<file path="src/design/gpp_pkg.sv">
// Package for the Goldbach prime pair unit: widths, limits, FSM state types
// and the structs passed between the prime table and the pair scanner.
// No dependencies.
package gpp_pkg;

  // Field widths of the target and result requests
  localparam int TGT_W   = 9;
  localparam int PRIME_W = 8;

  // Default largest target accepted
  localparam int MAX_TARGET_DEF = 256;

  // Smallest even target that has a pair, and the first candidate prime
  localparam int MIN_TARGET  = 4;
  localparam int FIRST_PRIME = 2;

  // Prime table build sequencer
  typedef enum logic [1:0] {
    TB_TEST,
    TB_DIV,
    TB_READY
  } tbl_state_t;

  // Pair scanner
  typedef enum logic [1:0] {
    SC_IDLE,
    SC_READ,
    SC_CHECK,
    SC_FLUSH
  } scan_state_t;

  // Lookup of two table entries, scanner to table
  typedef struct packed {
    logic               en;
    logic [PRIME_W-1:0] addr_p;
    logic [PRIME_W-1:0] addr_q;
  } tbl_rd_req_t;

  // Table status and registered read data, table to scanner
  typedef struct packed {
    logic ready;
    logic bit_p;
    logic bit_q;
  } tbl_status_t;

  // Remainder unit result
  typedef struct packed {
    logic done;
    logic zero;
  } div_res_t;

endpackage

</file>
<file path="src/design/gpp_ifs.sv">
// Valid/ready channels of the Goldbach prime pair unit.
// Depends on gpp_pkg for the field widths.
interface gpp_target_if;
  logic                      valid;
  logic                      ready;
  logic [gpp_pkg::TGT_W-1:0] target_value;

  modport source (output valid, output target_value, input ready);
  modport sink   (input valid, input target_value, output ready);
endinterface

interface gpp_result_if;
  logic                        valid;
  logic                        ready;
  logic [gpp_pkg::PRIME_W-1:0] first_prime;
  logic [gpp_pkg::PRIME_W-1:0] second_prime;
  logic [gpp_pkg::TGT_W-1:0]   pair_sum;
  logic                        pair_found;
  logic                        last_pair;

  modport source (output valid, output first_prime, output second_prime,
                  output pair_sum, output pair_found, output last_pair,
                  input ready);
  modport sink   (input valid, input first_prime, input second_prime,
                  input pair_sum, input pair_found, input last_pair,
                  output ready);
endinterface

</file>
<file path="src/design/goldbach_prime_pairs_unit.sv">
// Top level of the Goldbach prime pair unit: prime table and pair scanner.
// Depends on gpp_pkg, gpp_ifs, gpp_prime_table and gpp_pair_scan.
//
//   channel  | role | payload
//   ---------+------+-------------------------------------------------------
//   target   | sink | target_value
//   result   | src  | first_prime, second_prime, pair_sum, pair_found,
//            |      | last_pair
//
// After reset the prime table is built by trial division with one shared
// remainder unit; no request is taken until then. Each target is then scanned
// one candidate p at a time, each p passing through a table read state and a
// check state, since the table's read data is registered. A rejected target
// goes straight to the flush state and gives a single empty result.
// Results sit in an output register; a stalled result holds the scan when
// the next pair is found.
module goldbach_prime_pairs_unit #(
  parameter int MAX_TARGET = gpp_pkg::MAX_TARGET_DEF
) (
  input  logic         clk,
  input  logic         rst,
  gpp_target_if.sink   target,
  gpp_result_if.source result
);

  gpp_pkg::tbl_rd_req_t rd;
  gpp_pkg::tbl_status_t tbl;

  gpp_prime_table #(.MAX_TARGET(MAX_TARGET)) u_table (
    .clk    (clk),
    .rst    (rst),
    .rd     (rd),
    .status (tbl)
  );

  gpp_pair_scan #(.MAX_TARGET(MAX_TARGET)) u_scan (
    .clk    (clk),
    .rst    (rst),
    .target (target),
    .result (result),
    .rd     (rd),
    .tbl    (tbl)
  );

endmodule

</file>
<file path="src/design/gpp_divider.sv">
// Iterative restoring remainder unit, one quotient bit per cycle.
// Depends on gpp_pkg for the result struct.
module gpp_divider #(
  parameter int W = 8
) (
  input  logic              clk,
  input  logic              rst,
  input  logic              start,
  input  logic [W-1:0]      dividend,
  input  logic [W-1:0]      divisor,
  output gpp_pkg::div_res_t res
);

  localparam int CNT_W = (W > 1) ? $clog2(W) : 1;

  logic             busy;
  logic [CNT_W-1:0] cnt;
  logic [W-1:0]     rem;
  logic [W-1:0]     dvd_sh;
  logic [W-1:0]     dsr;
  logic [W:0]       rem_sh;
  logic [W:0]       rem_next;

  // One restoring step: shift in the next dividend bit, subtract if it fits
  always_comb begin
    rem_sh = {rem, dvd_sh[W-1]};
    if (rem_sh >= {1'b0, dsr}) begin
      rem_next = rem_sh - {1'b0, dsr};
    end else begin
      rem_next = rem_sh;
    end
  end

  always_ff @(posedge clk) begin
    if (rst) begin
      busy <= 1'b0;
    end else if (start) begin
      busy   <= 1'b1;
      cnt    <= '0;
      rem    <= '0;
      dvd_sh <= dividend;
      dsr    <= divisor;
    end else if (busy) begin
      rem    <= rem_next[W-1:0];
      dvd_sh <= dvd_sh << 1;
      cnt    <= cnt + CNT_W'(1);
      if (cnt == CNT_W'(W - 1)) begin
        busy <= 1'b0;
      end
    end
  end

  // Final remainder is known during the last step
  assign res.done = busy && (cnt == CNT_W'(W - 1));
  assign res.zero = (rem_next[W-1:0] == '0);

endmodule

</file>
<file path="src/design/gpp_prime_table.sv">
// Primality table: one bit per number below MAX_TARGET, built after reset by
// trial division with the shared remainder unit, then read at two addresses.
// Depends on gpp_pkg and gpp_divider.
module gpp_prime_table #(
  parameter int MAX_TARGET = gpp_pkg::MAX_TARGET_DEF
) (
  input  logic                 clk,
  input  logic                 rst,
  input  gpp_pkg::tbl_rd_req_t rd,
  output gpp_pkg::tbl_status_t status
);

  localparam int IDX_W = $clog2(MAX_TARGET);
  localparam int M_W   = IDX_W + 1;

  gpp_pkg::tbl_state_t state;
  gpp_pkg::tbl_state_t state_next;

  logic            mem [MAX_TARGET];
  logic [M_W-1:0]  m;
  logic [IDX_W-1:0] d;
  logic            bit_p;
  logic            bit_q;

  logic            wr_en;
  logic            wr_bit;
  logic            div_start;
  logic            m_inc;
  logic            d_inc;
  logic            m_end;
  logic            m_small;
  logic            d_past;
  gpp_pkg::div_res_t div_res;

  assign m_end   = (m == M_W'(MAX_TARGET));
  assign m_small = (m < M_W'(gpp_pkg::FIRST_PRIME));
  assign d_past  = ({1'b0, d} > (m >> 1));

  gpp_divider #(.W(IDX_W)) u_div (
    .clk      (clk),
    .rst      (rst),
    .start    (div_start),
    .dividend (m[IDX_W-1:0]),
    .divisor  (d),
    .res      (div_res)
  );

  // Next state
  always_comb begin
    state_next = state;
    unique case (state)
      gpp_pkg::TB_TEST: begin
        if (m_end) begin
          state_next = gpp_pkg::TB_READY;
        end else if (!m_small && !d_past) begin
          state_next = gpp_pkg::TB_DIV;
        end
      end
      gpp_pkg::TB_DIV: begin
        if (div_res.done) begin
          state_next = gpp_pkg::TB_TEST;
        end
      end
      gpp_pkg::TB_READY: state_next = gpp_pkg::TB_READY;
      default:           state_next = gpp_pkg::TB_TEST;
    endcase
  end

  // Sequencer strobes
  always_comb begin
    wr_en     = 1'b0;
    wr_bit    = 1'b0;
    div_start = 1'b0;
    m_inc     = 1'b0;
    d_inc     = 1'b0;
    unique case (state)
      gpp_pkg::TB_TEST: begin
        if (!m_end) begin
          if (m_small) begin
            wr_en = 1'b1;
            m_inc = 1'b1;
          end else if (d_past) begin
            // no divisor up to m/2: prime
            wr_en  = 1'b1;
            wr_bit = 1'b1;
            m_inc  = 1'b1;
          end else begin
            div_start = 1'b1;
          end
        end
      end
      gpp_pkg::TB_DIV: begin
        if (div_res.done) begin
          if (div_res.zero) begin
            wr_en = 1'b1;
            m_inc = 1'b1;
          end else begin
            d_inc = 1'b1;
          end
        end
      end
      default: ;
    endcase
  end

  // Candidate and divisor counters
  always_ff @(posedge clk) begin
    if (rst) begin
      state <= gpp_pkg::TB_TEST;
      m     <= '0;
      d     <= IDX_W'(gpp_pkg::FIRST_PRIME);
    end else begin
      state <= state_next;
      if (m_inc) begin
        m <= m + M_W'(1);
        d <= IDX_W'(gpp_pkg::FIRST_PRIME);
      end else if (d_inc) begin
        d <= d + IDX_W'(1);
      end
    end
  end

  // Table memory: one write port, two registered read ports
  always_ff @(posedge clk) begin
    if (wr_en) begin
      mem[m[IDX_W-1:0]] <= wr_bit;
    end
  end

  always_ff @(posedge clk) begin
    if (rd.en) begin
      bit_p <= mem[rd.addr_p[IDX_W-1:0]];
      bit_q <= mem[rd.addr_q[IDX_W-1:0]];
    end
  end

  assign status.ready = (state == gpp_pkg::TB_READY);
  assign status.bit_p = bit_p;
  assign status.bit_q = bit_q;

endmodule

</file>
<file path="src/design/gpp_pair_scan.sv">
// Pair scanner: walks p upwards for one target, looks up p and n-p in the
// prime table, holds one pair back to mark the last one, drives results.
// Depends on gpp_pkg and gpp_ifs.
module gpp_pair_scan #(
  parameter int MAX_TARGET = gpp_pkg::MAX_TARGET_DEF
) (
  input  logic                 clk,
  input  logic                 rst,
  gpp_target_if.sink           target,
  gpp_result_if.source         result,
  output gpp_pkg::tbl_rd_req_t rd,
  input  gpp_pkg::tbl_status_t tbl
);

  localparam int TW = gpp_pkg::TGT_W;
  localparam int PW = gpp_pkg::PRIME_W;

  gpp_pkg::scan_state_t state;
  gpp_pkg::scan_state_t state_next;

  logic [TW-1:0] n;
  logic [TW-1:0] p;
  logic [TW-1:0] q_cur;
  logic [TW-1:0] q_pend;
  logic          pend_valid;
  logic [PW-1:0] pend_p;

  logic accept;
  logic target_ok;
  logic slot_free;
  logic found;
  logic advance;
  logic push;
  logic p_done;

  assign accept    = target.valid && target.ready;
  assign target_ok = !target.target_value[0]
                     && (target.target_value >= TW'(gpp_pkg::MIN_TARGET))
                     && (target.target_value <= TW'(MAX_TARGET));
  assign slot_free = !result.valid || result.ready;
  assign found     = tbl.bit_p && tbl.bit_q;
  assign p_done    = (p == n);
  assign q_cur     = n - p;
  assign q_pend    = n - {1'b0, pend_p};

  // Next state
  always_comb begin
    state_next = state;
    unique case (state)
      gpp_pkg::SC_IDLE: begin
        if (accept) begin
          state_next = target_ok ? gpp_pkg::SC_READ : gpp_pkg::SC_FLUSH;
        end
      end
      gpp_pkg::SC_READ:  state_next = p_done ? gpp_pkg::SC_FLUSH : gpp_pkg::SC_CHECK;
      gpp_pkg::SC_CHECK: state_next = advance ? gpp_pkg::SC_READ : gpp_pkg::SC_CHECK;
      gpp_pkg::SC_FLUSH: state_next = slot_free ? gpp_pkg::SC_IDLE : gpp_pkg::SC_FLUSH;
      default:           state_next = gpp_pkg::SC_IDLE;
    endcase
  end

  // Handshake, table lookup and push strobes
  always_comb begin
    target.ready = 1'b0;
    rd.en        = 1'b0;
    rd.addr_p    = p[PW-1:0];
    rd.addr_q    = q_cur[PW-1:0];
    advance      = 1'b0;
    push         = 1'b0;
    unique case (state)
      gpp_pkg::SC_IDLE:  target.ready = tbl.ready;
      gpp_pkg::SC_READ:  rd.en = !p_done;
      gpp_pkg::SC_CHECK: begin
        // a new pair displaces the held one, which needs a free slot
        advance = !found || !pend_valid || slot_free;
        push    = found && pend_valid && slot_free;
      end
      gpp_pkg::SC_FLUSH: push = slot_free;
      default: ;
    endcase
  end

  // Scan registers
  always_ff @(posedge clk) begin
    if (rst) begin
      state      <= gpp_pkg::SC_IDLE;
      pend_valid <= 1'b0;
    end else begin
      state <= state_next;
      if (accept) begin
        pend_valid <= 1'b0;
      end else if (advance && found) begin
        pend_valid <= 1'b1;
      end
    end
  end

  always_ff @(posedge clk) begin
    if (accept) begin
      n <= target.target_value;
      p <= TW'(gpp_pkg::FIRST_PRIME);
    end else if (advance) begin
      p <= p + TW'(1);
      if (found) begin
        pend_p <= p[PW-1:0];
      end
    end
  end

  // Output register
  always_ff @(posedge clk) begin
    if (rst) begin
      result.valid <= 1'b0;
    end else if (push) begin
      result.valid <= 1'b1;
    end else if (result.ready) begin
      result.valid <= 1'b0;
    end
  end

  always_ff @(posedge clk) begin
    if (push) begin
      if (state == gpp_pkg::SC_FLUSH && !pend_valid) begin
        // odd, too small or too large target: single empty result
        result.first_prime  <= '0;
        result.second_prime <= '0;
        result.pair_sum     <= '0;
        result.pair_found   <= 1'b0;
        result.last_pair    <= 1'b1;
      end else begin
        result.first_prime  <= pend_p;
        result.second_prime <= q_pend[PW-1:0];
        result.pair_sum     <= n;
        result.pair_found   <= 1'b1;
        result.last_pair    <= (state == gpp_pkg::SC_FLUSH);
      end
    end
  end

endmodule
</file>
<file path="src/flat_wrapper.sv">
// flat-port wrapper written by rule: the top's interface ports become plain ports
module goldbach_prime_pairs_unit_flat 
#(
  parameter int MAX_TARGET = gpp_pkg::MAX_TARGET_DEF
)
  (clk, rst, target_valid, target_target_value, target_ready, result_valid, result_first_prime, result_second_prime, result_pair_sum, result_pair_found, result_last_pair, result_ready);
  gpp_target_if target_i ();
  gpp_result_if result_i ();
  input  logic clk;
  input  logic rst;
  input wire logic [$bits(target_i.valid)-1:0] target_valid;
  input wire logic [$bits(target_i.target_value)-1:0] target_target_value;
  output wire logic [$bits(target_i.ready)-1:0] target_ready;
  output wire logic [$bits(result_i.valid)-1:0] result_valid;
  output wire logic [$bits(result_i.first_prime)-1:0] result_first_prime;
  output wire logic [$bits(result_i.second_prime)-1:0] result_second_prime;
  output wire logic [$bits(result_i.pair_sum)-1:0] result_pair_sum;
  output wire logic [$bits(result_i.pair_found)-1:0] result_pair_found;
  output wire logic [$bits(result_i.last_pair)-1:0] result_last_pair;
  input wire logic [$bits(result_i.ready)-1:0] result_ready;
  assign target_i.valid = target_valid;
  assign target_i.target_value = target_target_value;
  assign target_ready = target_i.ready;
  assign result_valid = result_i.valid;
  assign result_first_prime = result_i.first_prime;
  assign result_second_prime = result_i.second_prime;
  assign result_pair_sum = result_i.pair_sum;
  assign result_pair_found = result_i.pair_found;
  assign result_last_pair = result_i.last_pair;
  assign result_i.ready = result_ready;
  goldbach_prime_pairs_unit #(.MAX_TARGET(MAX_TARGET)) u_core (.clk(clk), .rst(rst), .target(target_i), .result(result_i));
endmodule
</file>
<file path="config.mk">
export PLATFORM = sky130hd
export DESIGN_NAME = goldbach_prime_pairs_unit_flat
export DESIGN_NICKNAME = d
export VERILOG_FILES = /design/src/design/gpp_pkg.sv /design/src/design/gpp_ifs.sv /design/src/design/goldbach_prime_pairs_unit.sv /design/src/design/gpp_divider.sv /design/src/design/gpp_prime_table.sv /design/src/design/gpp_pair_scan.sv /design/src/flat_wrapper.sv
export SDC_FILE = /design/constraint.sdc
export NUM_CORES = 1
export LEC_CHECK = 0
export ABC_AREA = 1
export BUFFER_PORTS_ARGS = -buffer_cell sky130_fd_sc_hd__buf_2
export CAP_MARGIN = 5
export CORE_UTILIZATION = 55
export DETAILED_ROUTE_END_ITERATION = 10
export PLACE_DENSITY = 0.71
export SYNTH_ARGS = -nofsm -noshare
export SYNTH_HDL_FRONTEND = slang
export SYNTH_SLANG_ARGS = --single-unit
</file>
<file path="constraint.sdc">
create_clock -name clk -period 10.2 [get_ports clk]
set_clock_uncertainty 0.1 [all_clocks]
set_input_delay 1.02 -clock clk [delete_from_list [all_inputs] [get_ports clk]]
set_output_delay 1.02 -clock clk [all_outputs]
set_load 0.02 [all_outputs]
</file>
==> results of run 1 <==
cells by family (layout without fill, tap and decap cells):
logic type               Yosys count  count (layout)  synth area share
AO/OA/AOI/OAI                    532             532             0.146
buffers and inverters            333             325            0.0683
AND/OR/NAND/NOR                  952             952             0.208
flip-flops                       362             362             0.540
XOR/XNOR                          23              23            0.0103
adder cells (fa/ha/maj)           41              41            0.0274
metal layers:
metal  vias to the layer above  routed length (microns)
met5                         -                        0
met4                         0                     2020
met3                       154                     5670
met2                       886                    25100
met1                      7668                    21400
li1                       7616                        -
worst max-delay path, stage by stage (launching register included):
cell and delay, ps:
dfxtp_4 660, inv_1 520, fa_2 680, buf_4 630, inv_2 490, buf_4 400
nor2_1 170, o21ai_0 100, o211ai_1 120, o21ai_0 140, nand2_1 100, nand3_1 120
nand2_1 90, nand2_1 70, nand3_1 70, nand3_1 60, nand2_1 80
worst paths after layout:
check | startpoint | endpoint | slack, ps
min | u_core.u_scan.p[8] | u_core.u_scan.p[8] | 390
max reg2reg | u_core.u_scan.p[1] | u_core.u_table.bit_q | 5370
min reg2reg | u_core.u_scan.p[8] | u_core.u_scan.p[8] | 390
max | u_core.u_scan.p[1] | u_core.u_table.bit_q | 5370
power groups by stage:
stage	registers, mW	clock network, mW	logic [mW]
3_3_place_gp	2.01	0	2.31
6_report	1.98	1.39	2.43
4_1_cts	1.98	1.40	2.37
5_1_grt	1.99	1.45	2.64
3_5_place_dp	2.01	0	2.36
2_1_floorplan	1.98	0	1.72
Yosys cell counts (7+ instances only):
library cell | count | area [sq um]
dfxtp_1 | 33 | 661
nand4_1 | 13 | 81.3
nand3_1 | 178 | 891
ha_1 | 38 | 475
nand2_1 | 252 | 946
o21ai_0 | 282 | 1410
inv_1 | 188 | 706
nand3b_1 | 7 | 52.6
o211ai_1 | 55 | 413
nor2_1 | 458 | 1720
a21oi_1 | 162 | 811
xor2_1 | 18 | 158
nor3_1 | 13 | 65.1
edfxtp_1 | 329 | 9880
clkbuf_1 | 115 | 432
buf_2 | 9 | 45.0
nor2_2 | 10 | 62.6
o22ai_1 | 24 | 150
layout make-up:
type / count / area, sq um
clock inverter: 25 / 199
multi-input combinational: 1548 / 7690
sequential: 362 / 10500
clock buffer: 45 / 1040
fill: 3007 / 13600
inverter: 193 / 724
tap: 455 / 569
timing repair buffer: 62 / 363
placed cells by master (no fill, tap or decap), types with 3 or more instances in the layout:
cell type / count
clkinv_2: 10
buf_4: 21
nand2_2: 5
nor2_2: 11
nand2_1: 252
nand3b_1: 7
bufinv_16: 3
inv_1: 187
clkbuf_16: 41
o21ai_0: 282
clkinv_1: 12
nand4_1: 13
nand3_1: 178
dfxtp_1: 31
nor3_1: 13
nand3_4: 6
inv_2: 3
buf_2: 41
ha_1: 37
nor2_1: 456
o211ai_1: 55
clkbuf_1: 4
o22ai_1: 24
xnor2_1: 5
xor2_1: 17
a21oi_1: 162
nand2_4: 3
edfxtp_1: 329
sequential cells by signal, summed over array words and instances (netlist names), 2 cells and up:
name                               cells
u_core.u_scan.pend_p                   8
u_core.u_table.m                       9
u_core.u_table.u_div.cnt               3
u_core.u_scan.p                        9
u_core.u_scan.result.second_prime      8
u_core.u_scan.state                    2
u_core.u_scan.result.first_prime       8
u_core.u_table.state                   2
u_core.u_table.u_div.dsr               8
u_core.u_table.u_div.rem               8
u_core.u_table.d                       8
u_core.u_table.mem                   256
u_core.u_scan.n                        9
u_core.u_scan.result.pair_sum          9
u_core.u_table.u_div.dvd_sh            8
==> out/results.txt, run 1 <==
Synthesized area - 19,500 sq um
Switching power - 2.46 mW
Post-Route Setup TNS - 0 ps
Post-synthesis to final-layout area growth - 8.21%
GPL Wtd Cong - 0.916
Reg clk slew, reported paths - 60 ps
Met1 usage - 0.399
Post-CTS sizing - 0
Seq pwr share - 0.342
Non-filler cells, final - 2,690
Worst setup margin - 5370 ps
Post-synthesis sequential area ratio - 0.540
Setup-failing EPs final - 0
Register-to-Register Path Depth - 16
Synth Area per Inst - 8.71 sq um
Final Total Pwr - 5.81 mW
Hold Path Cell Cnt - 2
Cell Pwr Density - 275 nW/um^2
Grt met3 use - 0.0493
Port Buf Inserts - 41
CTS sink cnt - 362
Vias in the first global route - 15,400
HPWL after DPL - 33,000 microns
Cell Area, Placed - 19,900 sq um
Internal - 3.35 mW
Clock latency at the later pin of the worst-skew pair - 550 ps
Status - finished clean
Wire per inst - 20.1 microns
Maxcap violations - 0
Die area - 36,300 sq um
Worst-margin pin slew - 1190 ps
Hold slack - 386 ps
Die Width - 190 microns
Vias post-DR - 16,300
Drt pass-1 iters - 7
Clock Root Buffer - clkbuf_16
Met2 GRT Util - 0.483
GR peak layer - met2
Final net count - 2,261
Main synth FF type - edfxtp_1
Hold WC Path Type - reg -> reg
Initial antenna violation count - 0
Post-Place Setup Slack - 5550 ps
Crit Path Category - reg -> reg
H-tree depth - 2
Initial core utilization - 0.563
Synthesized instance count - 2,243
Grt ovf - 0
Fraction of registers with async set/reset - 0
Drt drc - 0
Post-synth EDFFs - 329
Final Max Slew Viols - 0
Core area - 34,700 sq um
Total track usage - 0.299
Num CTS Buffers - 40
Core Rows - 68
Hold_buf cts - 0
Syn_nets - 2,297
Drt via density - 6.07
Clock Power Share - 0.240
Crit share post-route - 0.473
Logic pwr share - 0.419
Ys Warns - 0
CP Data Arrival Time - 5150 ps
Static leakage - 7.70 nW
Layout cells sized above 1 - 0.0707
Post-CTS setup buffers - 0
Yosys reg bits - 362
Yosys cell types - 42
First-pass GRT wire length - 83,600 microns
Final Critical Period - 4830 ps
CTS tree - built
Drt first-iter violations - 2,026
CP Launch Type - flip-flop
Antenna Cells - 0
Peak Freq - 0.207 GHz
RSZ-0062 raised after global routing - no
Largest net degree at the start of global routing - 112
Sw Ratio - 0.423
Final Hold Fails - 0
Placed insts - 2,620
VDD IR max - 0.174 mV
Worst slew margin - 0.203
CP endpoint kind - flip-flop
Clock tree buffer depth - 3
Antenna viol nets, final - 0
Top Ports - 42
Util after Layout - 0.609
Routed WL - 54,200 microns
Worst path required time - 10,530 ps
Finished layout cell area - 21,100 sq um
Die height - 190 microns
CP max FO - 63
(Power assumes the default switching activity.)
==> run 2, diff against run 1 <==
==> constraint.sdc (replaced) <==
create_clock -name clk -period 4.7 [get_ports clk]
set_clock_uncertainty 0.1 [all_clocks]
set_input_delay 0.47 -clock clk [delete_from_list [all_inputs] [get_ports clk]]
set_output_delay 0.47 -clock clk [all_outputs]
set_load 0.02 [all_outputs]
==> out/results.txt, run 2 (synthesis results as in run 1) <==
Maxcap violations - 0 (unchanged)
Grt met3 use - 0.0539 (+0.00460)
Met1 usage - 0.407 (+0.00794)
Vias post-DR - 16,400 (+0.64%)
Total track usage - 0.300 (+0.000792)
Static leakage - 7.73 nW (+0.31%)
CTS sink cnt - 362 (unchanged)
Status - finished clean
CP Data Arrival Time - 4150 ps (-1000 ps)
CP Launch Type - flip-flop
Reg clk slew, reported paths - 70 ps (about the same)
RSZ-0062 raised after global routing - no
Vias in the first global route - 15,400 (-0.12%)
Clock latency at the later pin of the worst-skew pair - 550 ps (about the same)
Util after Layout - 0.611 (+0.00187)
Final Max Slew Viols - 0 (unchanged)
Largest net degree at the start of global routing - 257 (+130%)
Crit share post-route - 0.856 (+0.382)
Final net count - 2,269 (+0.35%)
Antenna viol nets, final - 0 (unchanged)
Final Critical Period - 4020 ps (-806 ps)
Crit Path Category - reg -> reg
VDD IR max - 0.606 mV (+250%)
Final Hold Fails - 0 (unchanged)
Hold_buf cts - 0 (unchanged)
Commonest non-fill, non-tap cells in the layout - nor2_1 (456), edfxtp_1 (329), o21ai_0 (282), nand2_1 (252), inv_1 (187)
HPWL after DPL - 32,500 microns (-1.4%)
Post-Route Setup TNS - 0 ps (unchanged)
Post-synthesis to final-layout area growth - 8.54%
Drt drc - 0 (unchanged)
Port Buf Inserts - 41 (unchanged)
First-pass GRT wire length - 83,700 microns (+0.12%)
Non-filler cells, final - 2,699 (+0.33%)
Setup-failing EPs final - 0 (unchanged)
Largest register FFs - 256 (unchanged)
Drt via density - 6.09 (+0.31%)
Antenna Cells - 0 (unchanged)
Delay of the slowest critical-path stage - 740 ps (+60 ps)
Cell Pwr Density - 605 nW/um^2 (+120%)
Num CTS Buffers - 39 (-2.5%)
Post-CTS sizing - 0 (unchanged)
Clock Root Buffer - clkbuf_16
Cell mode on critical path - nand2_1
Clock tree buffer depth - 3 (unchanged)
Die area - 36,300 sq um (unchanged)
Post-Place Setup Slack - 791 ps (-4760 ps)
Die height - 190 microns (unchanged)
CTS tree - built
GR peak layer - met2
Grt ovf - 0 (unchanged)
Met2 GRT Util - 0.478 (-0.00517)
CP endpoint kind - flip-flop
Post-CTS setup buffers - 0 (unchanged)
Worst slew margin - 0.144 (-0.0588)
Worst-margin pin slew - 1280 ps (+89.4 ps)
Worst setup margin - 678 ps (-4690 ps)
Top Ports - 42 (unchanged)
Worst path required time - 4820 ps (-5710 ps)
Initial antenna violation count - 0 (unchanged)
Peak Freq - 0.249 GHz (+20%)
Final Total Pwr - 12.8 mW (+120%)
Die Width - 190 microns (unchanged)
Critical Path, Cell by Cell - nor2_1 -> nand2_1 -> inv_1 -> nand4_1 -> nand2_1 -> nand2_1 -> nand2_4 -> nand3_1 -> nor2_1
H-tree depth - 2 (unchanged)
Worst path slowest cell - nand3_1
Most common cell after layout, fill and taps aside - nor2_1
Layout cells sized above 1 - 0.0722 (+0.00150)
Initial core utilization - 0.563 (unchanged)
Drt first-iter violations - 2,143 (+5.8%)
Wire per inst - 20.1 microns (-0.38%)
Routed WL - 54,100 microns (about the same)
Core Rows - 68 (unchanged)
Core area - 34,700 sq um (unchanged)
Placed insts - 2,629 (+0.34%)
Drt pass-1 iters - 6 (-1)
GPL Wtd Cong - 0.917 (+0.13%)
CP max FO - 25 (-60%)
Hold WC Path Type - in -> reg
[run 2: worst max-delay path, delay by kind of cell (launching register included)]
family / cells / cell delay (ps)
buffers and inverters: 1 / 230
DFF: 1 / 390
and+or+nand+nor: 8 / 2960
[run 2: final timing paths]
kind                          startpoint                     end  slack [ps]  cells after the start
setup / recovery     u_core.u_table.m[4]  u_core.u_table.mem[43]         680                      9
hold / removal    target_target_value[4]      u_core.u_scan.n[4]          20                      1
setup reg to reg     u_core.u_table.m[4]  u_core.u_table.mem[43]         680                      9
hold reg to reg       u_core.u_scan.p[8]      u_core.u_scan.p[8]         390                      2
[run 2: final cells by class]
type                       count  area (sq um)
clock inverter                18           154
sequential                   362         10500
clock buffer                  52          1050
timing repair buffer          71           468
tap                          455           569
inverter                     193           724
multi-input combinational   1548          7690
fill                        3009         13500
[run 2: report_power, final]
group	internal, mW	total, mW	switching (mW)	leakage (nW)
logic	1.53	5.67	4.14	3.87
clock network	1.68	2.94	1.26	0.584
registers	4.09	4.23	0.143	3.27
[run 2: per-layer routing]
| layer | part of all wire | vias to the layer above | wire [microns] |
|---|---|---|---|
| li1 | - | 7627 | - |
| met1 | 0.40 | 7787 | 21400 |
| met2 | 0.47 | 898 | 25200 |
| met3 | 0.11 | 117 | 5920 |
| met4 | 0.029 | 0 | 1550 |
| met5 | 0 | - | 0 |
[run 2: per-stage QoR]
step	hold slack (ps)	area, sq um
finish	18.5	21200
global route	5.43	21200
CTS	5.31	21200
detailed placement	389	20000
global placement	363	20000
floorplan	306	19500
